[src/rtl/core/ctc_pkg.sv]
package ctc_pkg;

    localparam int unsigned MIN_W  = 6;
    localparam int unsigned TICK_W = 16;
    localparam int unsigned IDX_W  = 3;

    typedef enum logic [3:0] {
        ST_INIT      = 4'd0,
        ST_OFF       = 4'd1,
        ST_WAKE      = 4'd2,
        ST_SET       = 4'd3,
        ST_SET_DIM   = 4'd4,
        ST_COUNT     = 4'd5,
        ST_COUNT_DIM = 4'd6,
        ST_FINISHED  = 4'd7,
        ST_ALERT     = 4'd8
    } state_t;

    typedef enum logic [2:0] {
        ACT_NONE        = 3'd0,
        ACT_DRAW_BLUE   = 3'd1,
        ACT_DIFF_BLUE   = 3'd2,
        ACT_CIRCLES_RED = 3'd3,
        ACT_DIFF_RED    = 3'd4,
        ACT_CLEAR       = 3'd5,
        ACT_ALERT       = 3'd6
    } action_t;

    typedef enum logic [IDX_W-1:0] {
        REG_START_MINUTES   = 3'd0,
        REG_MINUTES_LIMIT   = 3'd1,
        REG_WAKE_TICKS      = 3'd2,
        REG_IDLE_TICKS      = 3'd3,
        REG_MINUTE_TICKS    = 3'd4,
        REG_ALERT_OFF_TICKS = 3'd5,
        REG_BLINK_TICKS     = 3'd6
    } reg_index_t;

    localparam logic [MIN_W-1:0]  RST_START_MINUTES   = 6'd25;
    localparam logic [MIN_W-1:0]  RST_MINUTES_LIMIT   = 6'd60;
    localparam logic [TICK_W-1:0] RST_WAKE_TICKS      = 16'd12;
    localparam logic [TICK_W-1:0] RST_IDLE_TICKS      = 16'd750;
    localparam logic [TICK_W-1:0] RST_MINUTE_TICKS    = 16'd50;
    localparam logic [TICK_W-1:0] RST_ALERT_OFF_TICKS = 16'd3000;
    localparam logic [TICK_W-1:0] RST_BLINK_TICKS     = 16'd50;
    localparam logic [MIN_W-1:0]  RST_SET_MINUTES     = 6'd25;

    typedef struct packed {
        logic [MIN_W-1:0]  start_minutes;
        logic [MIN_W-1:0]  minutes_limit;
        logic [TICK_W-1:0] wake_ticks;
        logic [TICK_W-1:0] idle_ticks;
        logic [TICK_W-1:0] minute_ticks;
        logic [TICK_W-1:0] alert_off_ticks;
        logic [TICK_W-1:0] blink_ticks;
    } cfg_t;

    typedef struct packed {
        logic              cmd;
        logic              long_press;
        logic              press;
        logic signed [6:0] turn_delta;
    } in_item_t;

    typedef struct packed {
        state_t            fsm_state;
        logic              powered;
        logic              bright;
        action_t           display_action;
        logic [MIN_W-1:0]  display_value;
        logic              led_pulse;
    } result_t;

endpackage

[src/rtl/core/ctc_cfg_regs.sv]
module ctc_cfg_regs (
    input  logic                        clk,
    input  logic                        rst_n,
    input  logic                        cfg_valid,
    output logic                        cfg_ready,
    input  logic [ctc_pkg::IDX_W-1:0]   cfg_index,
    input  logic [ctc_pkg::TICK_W-1:0]  cfg_data,
    output ctc_pkg::cfg_t               cfg
);

    ctc_pkg::cfg_t cfg_reg;
    ctc_pkg::cfg_t cfg_next;

    assign cfg_ready = 1'b1;
    assign cfg       = cfg_reg;

    always_comb
    begin
        cfg_next = cfg_reg;
        if (cfg_valid)
        begin
            case (cfg_index)
                ctc_pkg::REG_START_MINUTES:
                    cfg_next.start_minutes = cfg_data[ctc_pkg::MIN_W-1:0];
                ctc_pkg::REG_MINUTES_LIMIT:
                    cfg_next.minutes_limit = cfg_data[ctc_pkg::MIN_W-1:0];
                ctc_pkg::REG_WAKE_TICKS:      cfg_next.wake_ticks      = cfg_data;
                ctc_pkg::REG_IDLE_TICKS:      cfg_next.idle_ticks      = cfg_data;
                ctc_pkg::REG_MINUTE_TICKS:    cfg_next.minute_ticks    = cfg_data;
                ctc_pkg::REG_ALERT_OFF_TICKS: cfg_next.alert_off_ticks = cfg_data;
                ctc_pkg::REG_BLINK_TICKS:     cfg_next.blink_ticks     = cfg_data;
                default: ;
            endcase
        end
    end

    always_ff @(posedge clk or negedge rst_n)
    begin
        if (!rst_n)
        begin
            cfg_reg.start_minutes   <= ctc_pkg::RST_START_MINUTES;
            cfg_reg.minutes_limit   <= ctc_pkg::RST_MINUTES_LIMIT;
            cfg_reg.wake_ticks      <= ctc_pkg::RST_WAKE_TICKS;
            cfg_reg.idle_ticks      <= ctc_pkg::RST_IDLE_TICKS;
            cfg_reg.minute_ticks    <= ctc_pkg::RST_MINUTE_TICKS;
            cfg_reg.alert_off_ticks <= ctc_pkg::RST_ALERT_OFF_TICKS;
            cfg_reg.blink_ticks     <= ctc_pkg::RST_BLINK_TICKS;
        end
        else
        begin
            cfg_reg <= cfg_next;
        end
    end

endmodule

[src/rtl/core/ctc_fsm.sv]
module ctc_fsm #(
    parameter int unsigned COUNTER_BITS = 16
) (
    input  logic               clk,
    input  logic               rst_n,
    input  ctc_pkg::cfg_t      cfg,
    input  logic               step_en,
    input  ctc_pkg::in_item_t  item,
    output ctc_pkg::result_t   result
);

    localparam int unsigned CB   = COUNTER_BITS;
    localparam int unsigned CMPW = (CB > ctc_pkg::TICK_W) ? CB : ctc_pkg::TICK_W;
    localparam int unsigned MW   = ctc_pkg::MIN_W;

    ctc_pkg::state_t mode_reg, mode_next;
    logic [CB-1:0]   wake_count_reg, wake_count_next;
    logic [CB-1:0]   idle_count_reg, idle_count_next;
    logic [CB-1:0]   minute_count_reg, minute_count_next;
    logic [CB-1:0]   blink_count_reg, blink_count_next;
    logic [MW-1:0]   set_minutes_reg, set_minutes_next;
    logic [MW-1:0]   remaining_reg, remaining_next;
    logic            alert_phase_reg, alert_phase_next;
    logic            power_on_reg, power_on_next;
    logic            bright_on_reg, bright_on_next;

    ctc_pkg::action_t act;
    logic [MW-1:0]    val;
    logic             led;
    logic signed [MW+1:0] sum;

    function automatic logic [CB-1:0] bump(input logic [CB-1:0] c);
        return (c == {CB{1'b1}}) ? c : c + 1'b1;
    endfunction

    function automatic logic reached(input logic [CB-1:0] c,
                                     input logic [ctc_pkg::TICK_W-1:0] lim);
        return CMPW'(c) >= CMPW'(lim);
    endfunction

    // Encoder sum: set minutes plus the signed delta, clamped to max and then to zero.
    assign sum = $signed({2'b00, set_minutes_reg}) + (MW+2)'(item.turn_delta);

    always_comb
    begin
        mode_next         = mode_reg;
        wake_count_next   = wake_count_reg;
        idle_count_next   = idle_count_reg;
        minute_count_next = minute_count_reg;
        blink_count_next  = blink_count_reg;
        set_minutes_next  = set_minutes_reg;
        remaining_next    = remaining_reg;
        alert_phase_next  = alert_phase_reg;
        power_on_next     = power_on_reg;
        bright_on_next    = bright_on_reg;
        act               = ctc_pkg::ACT_NONE;
        val               = '0;
        led               = 1'b0;

        if (item.cmd)
        begin
            if (mode_reg == ctc_pkg::ST_OFF)
            begin
                wake_count_next = '0;
                mode_next       = ctc_pkg::ST_WAKE;
            end
        end
        else if (item.long_press)
        begin
            power_on_next = 1'b0;
            mode_next     = ctc_pkg::ST_OFF;
        end
        else
        begin
            case (mode_reg)
                ctc_pkg::ST_WAKE:
                    wake_count_next = bump(wake_count_reg);
                ctc_pkg::ST_SET, ctc_pkg::ST_SET_DIM:
                    idle_count_next = bump(idle_count_reg);
                ctc_pkg::ST_COUNT:
                begin
                    minute_count_next = bump(minute_count_reg);
                    idle_count_next   = bump(idle_count_reg);
                end
                ctc_pkg::ST_COUNT_DIM:
                    minute_count_next = bump(minute_count_reg);
                ctc_pkg::ST_FINISHED:
                    blink_count_next = bump(blink_count_reg);
                ctc_pkg::ST_ALERT:
                begin
                    minute_count_next = bump(minute_count_reg);
                    blink_count_next  = bump(blink_count_reg);
                end
                default: ;
            endcase

            case (mode_reg)
                ctc_pkg::ST_OFF: ;
                ctc_pkg::ST_WAKE:
                begin
                    if (item.press)
                    begin
                        power_on_next   = 1'b1;
                        idle_count_next = '0;
                        bright_on_next  = 1'b1;
                        act             = ctc_pkg::ACT_DRAW_BLUE;
                        val             = set_minutes_reg;
                        mode_next       = ctc_pkg::ST_SET;
                    end
                    else if (reached(wake_count_next, cfg.wake_ticks))
                    begin
                        mode_next = ctc_pkg::ST_OFF;
                    end
                end
                ctc_pkg::ST_SET, ctc_pkg::ST_SET_DIM:
                begin
                    if (item.press)
                    begin
                        minute_count_next = '0;
                        idle_count_next   = '0;
                        bright_on_next    = 1'b1;
                        act               = ctc_pkg::ACT_CIRCLES_RED;
                        val               = set_minutes_reg;
                        remaining_next    = set_minutes_reg;
                        mode_next         = ctc_pkg::ST_COUNT;
                    end
                    else if (item.turn_delta != '0)
                    begin
                        if (sum > $signed({2'b00, cfg.minutes_limit}))
                            set_minutes_next = cfg.minutes_limit;
                        else if (sum < 0)
                            set_minutes_next = '0;
                        else
                            set_minutes_next = sum[MW-1:0];
                        act             = ctc_pkg::ACT_DIFF_BLUE;
                        val             = set_minutes_next;
                        idle_count_next = '0;
                        bright_on_next  = 1'b1;
                        mode_next       = ctc_pkg::ST_SET;
                    end
                    else if (reached(idle_count_next, cfg.idle_ticks))
                    begin
                        if (mode_reg == ctc_pkg::ST_SET)
                        begin
                            bright_on_next  = 1'b0;
                            idle_count_next = '0;
                            mode_next       = ctc_pkg::ST_SET_DIM;
                        end
                        else
                        begin
                            power_on_next = 1'b0;
                            mode_next     = ctc_pkg::ST_OFF;
                        end
                    end
                end
                ctc_pkg::ST_COUNT, ctc_pkg::ST_COUNT_DIM:
                begin
                    if (reached(minute_count_next, cfg.minute_ticks))
                    begin
                        if (remaining_reg != '0)
                            remaining_next = remaining_reg - 1'b1;
                        minute_count_next = '0;
                        act               = ctc_pkg::ACT_DIFF_RED;
                        val               = remaining_next;
                    end
                    if (remaining_next == '0 || item.press)
                    begin
                        if (mode_reg == ctc_pkg::ST_COUNT)
                            minute_count_next = '0;
                        blink_count_next = '0;
                        mode_next        = ctc_pkg::ST_FINISHED;
                    end
                    else if (mode_reg == ctc_pkg::ST_COUNT)
                    begin
                        if (reached(idle_count_next, cfg.idle_ticks))
                        begin
                            bright_on_next = 1'b0;
                            mode_next      = ctc_pkg::ST_COUNT_DIM;
                        end
                    end
                    else if (item.turn_delta != '0)
                    begin
                        bright_on_next  = 1'b1;
                        idle_count_next = '0;
                        mode_next       = ctc_pkg::ST_COUNT;
                    end
                end
                ctc_pkg::ST_FINISHED:
                begin
                    if (reached(blink_count_next, cfg.blink_ticks) || item.press)
                    begin
                        minute_count_next = '0;
                        blink_count_next  = '0;
                        act               = ctc_pkg::ACT_CLEAR;
                        bright_on_next    = 1'b1;
                        alert_phase_next  = 1'b1;
                        mode_next         = ctc_pkg::ST_ALERT;
                    end
                    else if (item.turn_delta != '0)
                    begin
                        bright_on_next = 1'b1;
                    end
                end
                ctc_pkg::ST_ALERT:
                begin
                    if (item.press)
                    begin
                        idle_count_next = '0;
                        act             = ctc_pkg::ACT_DRAW_BLUE;
                        val             = set_minutes_reg;
                        mode_next       = ctc_pkg::ST_SET;
                    end
                    else if (reached(minute_count_next, cfg.alert_off_ticks))
                    begin
                        power_on_next = 1'b0;
                        mode_next     = ctc_pkg::ST_OFF;
                    end
                    else if (reached(blink_count_next, cfg.blink_ticks))
                    begin
                        blink_count_next = '0;
                        act              = ctc_pkg::ACT_ALERT;
                        val              = MW'(alert_phase_reg);
                        alert_phase_next = ~alert_phase_reg;
                        // The LED flashes as the phase falls back to zero.
                        led              = alert_phase_reg;
                    end
                end
                default:
                begin
                    // Init, and any code outside the state list, loads the defaults.
                    set_minutes_next = cfg.start_minutes;
                    idle_count_next  = '0;
                    bright_on_next   = 1'b1;
                    act              = ctc_pkg::ACT_DRAW_BLUE;
                    val              = cfg.start_minutes;
                    mode_next        = ctc_pkg::ST_SET;
                end
            endcase
        end
    end

    assign result.fsm_state      = mode_next;
    assign result.powered        = power_on_next;
    assign result.bright         = bright_on_next;
    assign result.display_action = act;
    assign result.display_value  = val;
    assign result.led_pulse      = led;

    always_ff @(posedge clk or negedge rst_n)
    begin
        if (!rst_n)
        begin
            mode_reg         <= ctc_pkg::ST_INIT;
            wake_count_reg   <= '0;
            idle_count_reg   <= '0;
            minute_count_reg <= '0;
            blink_count_reg  <= '0;
            set_minutes_reg  <= ctc_pkg::RST_SET_MINUTES;
            remaining_reg    <= '0;
            alert_phase_reg  <= 1'b0;
            power_on_reg     <= 1'b1;
            bright_on_reg    <= 1'b1;
        end
        else if (step_en)
        begin
            mode_reg         <= mode_next;
            wake_count_reg   <= wake_count_next;
            idle_count_reg   <= idle_count_next;
            minute_count_reg <= minute_count_next;
            blink_count_reg  <= blink_count_next;
            set_minutes_reg  <= set_minutes_next;
            remaining_reg    <= remaining_next;
            alert_phase_reg  <= alert_phase_next;
            power_on_reg     <= power_on_next;
            bright_on_reg    <= bright_on_next;
        end
    end

endmodule

[src/rtl/core/countdown_timer_controller_unit.sv]
// Channel   Direction  Handshake              Payload
// s_*       in         s_tvalid / s_tready    s_tdata: long_press, press, turn_delta;
//                                             s_tuser: cmd
// m_*       out        m_tvalid / m_tready    m_tdata: fsm_state, powered, bright,
//                                             display_value, led_pulse;
//                                             m_tuser: display_action
// cfg_*     in         cfg_valid / cfg_ready  cfg_index, cfg_data
//
// Each word passes an input register and a result register: its result is loaded into the
// result register when the word advances, which waits while the output is stalled. One word
// is accepted every cycle while m_tready is high.
// The state step is combinational compare and saturating increment logic.
// A stalled output holds its result; the input register keeps accepting while it is
// empty. Reset clears both pipeline valid flags and loads the register defaults.
module countdown_timer_controller_unit #(
    parameter int unsigned COUNTER_BITS = 16
) (
    input  logic                        clk,
    input  logic                        rst_n,
    input  logic                        s_tvalid,
    output logic                        s_tready,
    input  logic [15:0]                 s_tdata,   // long_press, press, turn_delta[6:0], zeros
    input  logic [0:0]                  s_tuser,   // cmd
    output logic                        m_tvalid,
    input  logic                        m_tready,
    output logic [15:0]                 m_tdata,   // fsm_state[3:0], powered, bright,
                                                   // display_value[5:0], led_pulse, zeros
    output logic [2:0]                  m_tuser,   // display_action[2:0]
    input  logic                        cfg_valid,
    output logic                        cfg_ready,
    input  logic [ctc_pkg::IDX_W-1:0]   cfg_index,
    input  logic [ctc_pkg::TICK_W-1:0]  cfg_data
);

    ctc_pkg::cfg_t     cfg;
    ctc_pkg::in_item_t in_item_reg;
    ctc_pkg::in_item_t in_item_next;
    logic              in_valid_reg;
    ctc_pkg::result_t  step_result;
    ctc_pkg::result_t  out_result_reg;
    logic              out_valid_reg;
    logic              advance;
    logic              s_accept;

    assign advance  = in_valid_reg && (!out_valid_reg || m_tready);
    assign s_tready = !in_valid_reg || advance;
    assign s_accept = s_tvalid && s_tready;

    assign in_item_next.cmd        = s_tuser[0];
    assign in_item_next.long_press = s_tdata[0];
    assign in_item_next.press      = s_tdata[1];
    assign in_item_next.turn_delta = s_tdata[8:2];

    ctc_cfg_regs u_cfg (
        .clk       (clk),
        .rst_n     (rst_n),
        .cfg_valid (cfg_valid),
        .cfg_ready (cfg_ready),
        .cfg_index (cfg_index),
        .cfg_data  (cfg_data),
        .cfg       (cfg)
    );

    ctc_fsm #(
        .COUNTER_BITS (COUNTER_BITS)
    ) u_fsm (
        .clk     (clk),
        .rst_n   (rst_n),
        .cfg     (cfg),
        .step_en (advance),
        .item    (in_item_reg),
        .result  (step_result)
    );

    always_ff @(posedge clk or negedge rst_n)
    begin
        if (!rst_n)
        begin
            in_valid_reg  <= 1'b0;
            out_valid_reg <= 1'b0;
        end
        else
        begin
            if (s_tready)
                in_valid_reg <= s_tvalid;
            if (advance)
                out_valid_reg <= 1'b1;
            else if (m_tready)
                out_valid_reg <= 1'b0;
        end
    end

    always_ff @(posedge clk)
    begin
        if (s_accept)
            in_item_reg <= in_item_next;
        if (advance)
            out_result_reg <= step_result;
    end

    assign m_tvalid = out_valid_reg;
    assign m_tdata  = {3'b000,
                       out_result_reg.led_pulse,
                       out_result_reg.display_value,
                       out_result_reg.bright,
                       out_result_reg.powered,
                       out_result_reg.fsm_state};
    assign m_tuser  = out_result_reg.display_action;

endmodule

[config.mk]
export PLATFORM = sky130hd
export DESIGN_NAME = countdown_timer_controller_unit
export DESIGN_NICKNAME = d
export VERILOG_FILES = /design/src/rtl/core/ctc_pkg.sv /design/src/rtl/core/ctc_cfg_regs.sv /design/src/rtl/core/ctc_fsm.sv /design/src/rtl/core/countdown_timer_controller_unit.sv
export SDC_FILE = /design/constraint.sdc
export NUM_CORES = 1
export LEC_CHECK = 0
export ABC_AREA = 0
export ABC_CLOCK_PERIOD_IN_PS = 4900
export BUFFER_PORTS_ARGS = -buffer_cell sky130_fd_sc_hd__buf_4
export CAP_MARGIN = 20
export CORE_ASPECT_RATIO = 0.8
export CORE_MARGIN = 2
export CORE_UTILIZATION = 30
export CTS_BUF_LIST = sky130_fd_sc_hd__clkbuf_8 sky130_fd_sc_hd__clkbuf_16
export DETAILED_ROUTE_END_ITERATION = 10
export PLACE_DENSITY_LB_ADDON = 0.2
export RECOVER_POWER = 50
export SLEW_MARGIN = 20
export SYNTH_ARGS = -nofsm -noshare
export SYNTH_HDL_FRONTEND = slang
export SYNTH_SLANG_ARGS = --single-unit
[constraint.sdc]
create_clock -name clk -period 4.9 [get_ports clk]
set_input_delay 1.47 -clock clk [delete_from_list [all_inputs] [get_ports clk]]
set_output_delay 1.47 -clock clk [all_outputs]
set_load 0.02 [all_outputs]
==> summary.md <==
| Metric | Value |
|---|---|
| VDD IR-drop max | `0.0002108 V` |
| Initial Util | `30.18%` |
| Buffers on Ports | `51` |
| Period minus WS final | `4.637 ns` |
| Most frequent cell after synthesis | `nand2_1` |
| Final wirelength | `37,280 um` |
| Vias in the first global route | `10,390` |
| GR Layer Usage met1 | `24.11%` |
| Synth unique cells | `86` |
| Worst R2R Path Depth | `15` |
| Worst setup SP type | `register` |
| Post-route ant nets | `0` |
| Critical path cell sequence | `nor4b_4 -> o21ai_0 -> nor2b_1 -> nor2b_1 -> mux2_1 -> buf_4 -> ha_1 -> and4_1 -> nand2_1 -> or4_1 -> and3_1 -> a31oi_4 -> nand3_4 -> or3_1 -> o21ai_2` |
| Final setup vio count | `0` |
| Post-route setup TNS | `0 ns` |
| ANT cells | `0` |
| Final period utilization | `94.63%` |
| P_leak | `6.788 nW` |
| Drt first pass iters | `7` |
| Reg2reg start | `u_fsm.mode_reg[1]$_DFFE_PN0P_` |
| Die area | `0.04483 mm2` |
| Outcome | `finished, violations left` |
| Top cell type's share of synthesized area | `27.65%` |
| Post-synthesis async set-or-reset flop share | `87.19%` |
| Setup Crit Path Kind | `reg2reg` |
| Synthesized flop and latch total | `203` |
| CTS clk-pin slew, worst paths | `0.06 ns` |
| Internal reg-to-reg setup slack | `0.26 ns` |
| Main area contributors after synthesis | `dfrtp_1 28%, ha_1 9.5%, dfstp_2 6.9%` |
| FILL cells | `4,382` |
| CP Max Fanout | `5` |
| CTS H-tree depth | `1` |
| Vias | `10,540` |
| Rows | `68` |
| Gr usage total | `16.73%` |
| Failing checks | `max-capacitance violations, max-slew violations` |
| Min-delay src | `in_valid_reg$_DFFE_PN0N_` |
| Crit-path slowest cell | `or4_1` |
| Leading area contributor after synthesis | `dfrtp_1` |
| HP Class | `reg2reg` |
| Clk root buf | `clkbuf_16` |
| Area growth syn-to-layout | `18.61%` |
| Routability cong. | `0.8737` |
| Worst Hold Depth | `1` |
| Core region area | `0.04288 mm2` |
| Endpoint, Worst Hold | `m_tvalid$_DFFE_PN0P_` |
| Most Crowded Layer GR | `met2` |
| Synthesis Warnings | `0` |
| Share of layout cells above drive strength 1 | `19.72%` |
| Layout net count | `1,636` |
| Maximum clock path buffer count | `3` |
| Worst-Margin Slew | `2.434 ns` |
| Max-Cap Viols | `1` |
| Power Dens Cells | `439.2 mW/mm2` |
| Register Area | `0.005253 mm2` |
| Met2 usage | `26.03%` |
| Rel. slew slack | `-62.27%` |
| Met3 Use GR | `2.684%` |
| Post-CTS Hold Fix Bufs | `0` |
| Skew final | `0.01957 ns` |
| Total congestion overflow | `0` |
| DIE HEIGHT | `189.8 um` |
| Initial antenna violation count | `0` |
| Critical path data arrival time | `5.11 ns` |
| CTS Sinks | `203` |
| CTS tree | `built` |
| Worst path max stage delay | `0.66 ns` |
| Fin util | `35.80%` |
| First-pass GRT wire length | `59,260 um` |
| Wire per inst | `17.96 um` |
| Largest net degree at the start of global routing | `85` |
| Die Width | `236.2 um` |
| Post-synth EDFFs | `26` |
| Post-Syn Area per Cell | `9.251 um2` |
| Synth Flop Type | `dfrtp_1` |
| Max Slew Vio Count | `84` |
| Sequential area share after synthesis | `40.58%` |
| Max Fclk | `215.7 MHz` |
| Setup crit end kind | `register` |
| Clock Latency Late Sink | `0.56 ns` |
| Drt first-iter violations | `875` |
| Area of the multi-input gates | `0.007147 mm2` |
| CTS Buf Count | `26` |
| # DRC | `0` |
| Reg2reg end | `u_fsm.blink_count_reg[4]$_DFFE_PN0P_` |
| Vias/cell | `5.078` |
| Most common library cells after synthesis | `171 x nand2_1, 143 x dfrtp_1, 102 x inv_1, 102 x nor2_1, 98 x ha_1` |
| Largest register FFs | `92` |
| Synth Instances | `1,399` |
| Mapped cell area | `0.01294 mm2` |
| Worst Path Required | `5.38 ns` |
| CP dominant cell by count | `nor2b_1` |
| Fin. Hold Viols | `0` |
| Post-DP HPWL | `27,220 um` |
| IO Count | `63` |
## final cells by class
cell class	count	share of cell area (%)
Tap cell	560	4.564
Inverter	103	2.519
Timing Repair Buffer	118	5.820
Clock inverter	16	1.402
Multi-Input combinational cell	1044	46.56
Clock buffer	32	4.923
Sequential cell	203	34.22
## metrics by stage
stage | hold WS, ns | setup WS, ns | power, mW | instances | area [um2]
final | 0.4903 | 0.2632 | 6.742 | 2076 | 15350
after global routing | 0.5235 | -0.02059 | 7.195 | 2076 | 15350
after CTS | 0.4938 | 0.2186 | 6.767 | 2075 | 15330
after detailed placement | 0.4813 | 0.2363 | 4.570 | 2027 | 14360
after global placement | 0.4659 | 0.1808 | 4.527 | 2027 | 14350
after floorplan | 0.4569 | 0.8374 | 3.814 | 1401 | 12950
## cells by family (layout without fill, tap and decap cells)
group | Yosys count | in the layout | synth area share, %
flip-flops | 203 | 203 | 40.58
multiplexers | 75 | 75 | 6.429
adder cells (fa/ha/maj) | 99 | 99 | 9.629
XOR/XNOR | 55 | 55 | 3.722
AND/OR/NAND/NOR | 472 | 472 | 17.92
other | 2 | 4 | 0.05803
AO/OA/AOI/OAI | 339 | 339 | 16.91
buffers and inverters | 154 | 269 | 4.747
## worst max-delay path by stage
stage / from / to / slack (ns) / cells after the start
after global routing: u_fsm.mode_reg[1]$_DFFE_PN0P_ / u_fsm.blink_count_reg[0]$_DFFE_PN0P_ / -0.02 / 16
after floorplan: u_fsm.mode_reg[1]$_DFFE_PN0P_ / u_fsm.blink_count_reg[4]$_DFFE_PN0P_ / 0.84 / 16
after global placement: u_fsm.mode_reg[1]$_DFFE_PN0P_ / u_fsm.minute_count_reg[3]$_DFFE_PN0P_ / 0.18 / 16
final: u_fsm.mode_reg[1]$_DFFE_PN0P_ / u_fsm.blink_count_reg[4]$_DFFE_PN0P_ / 0.26 / 15
after CTS: u_fsm.mode_reg[1]$_DFFE_PN0P_ / m_tdata[2]$_DFFE_PP_ / 0.22 / 16
after detailed placement: u_fsm.mode_reg[1]$_DFFE_PN0P_ / m_tdata[2]$_DFFE_PP_ / 0.24 / 16
## worst max-delay path, delay by kind of cell (launching register included)
| family | cells | cell delay (ns) |
|---|---|---|
| buffers and inverters | 1 | 0.15 |
| muxes | 1 | 0.36 |
| adders and majority gates | 1 | 0.29 |
| AOI/OAI and AO/OA | 3 | 0.59 |
| DFF | 1 | 0.48 |
| and+or+nand+nor | 9 | 2.67 |
## per-layer routing
metal  routed length, um  vias to the layer above
met2               16260                      223
li1                    -                     5187
met5                   0                        -
met4                1031                        0
met1               18380                     5064
met3                1611                       68
## where the power goes
part | internal (mW) | switching [mW]
sequential | 2.07 | 0.263
clock | 1.35 | 0.801
combinational | 0.965 | 1.29
## layout by cell type, fill, tap and decap left out, types with 19 or more instances in the layout
cell type	netlist	layout
mux2_2	64	64
o21ai_0	97	97
dfstp_2	34	34
dfrtp_1	143	143
clkbuf_16	0	28
ha_1	98	98
edfxtp_1	26	26
nor2_1	102	101
xnor2_1	37	37
nand4_1	21	21
a21oi_1	84	83
nand3_1	43	43
buf_4	5	97
nor3_1	21	19
nand2_1	171	170
inv_1	102	106
## what timing repair did
item                       in CTS  in global routing
setup endpoints to repair       0                 34
buffers inserted                0                  0
resized for setup               0                 10
No activity file was read; power rests on OpenSTA's default activity.
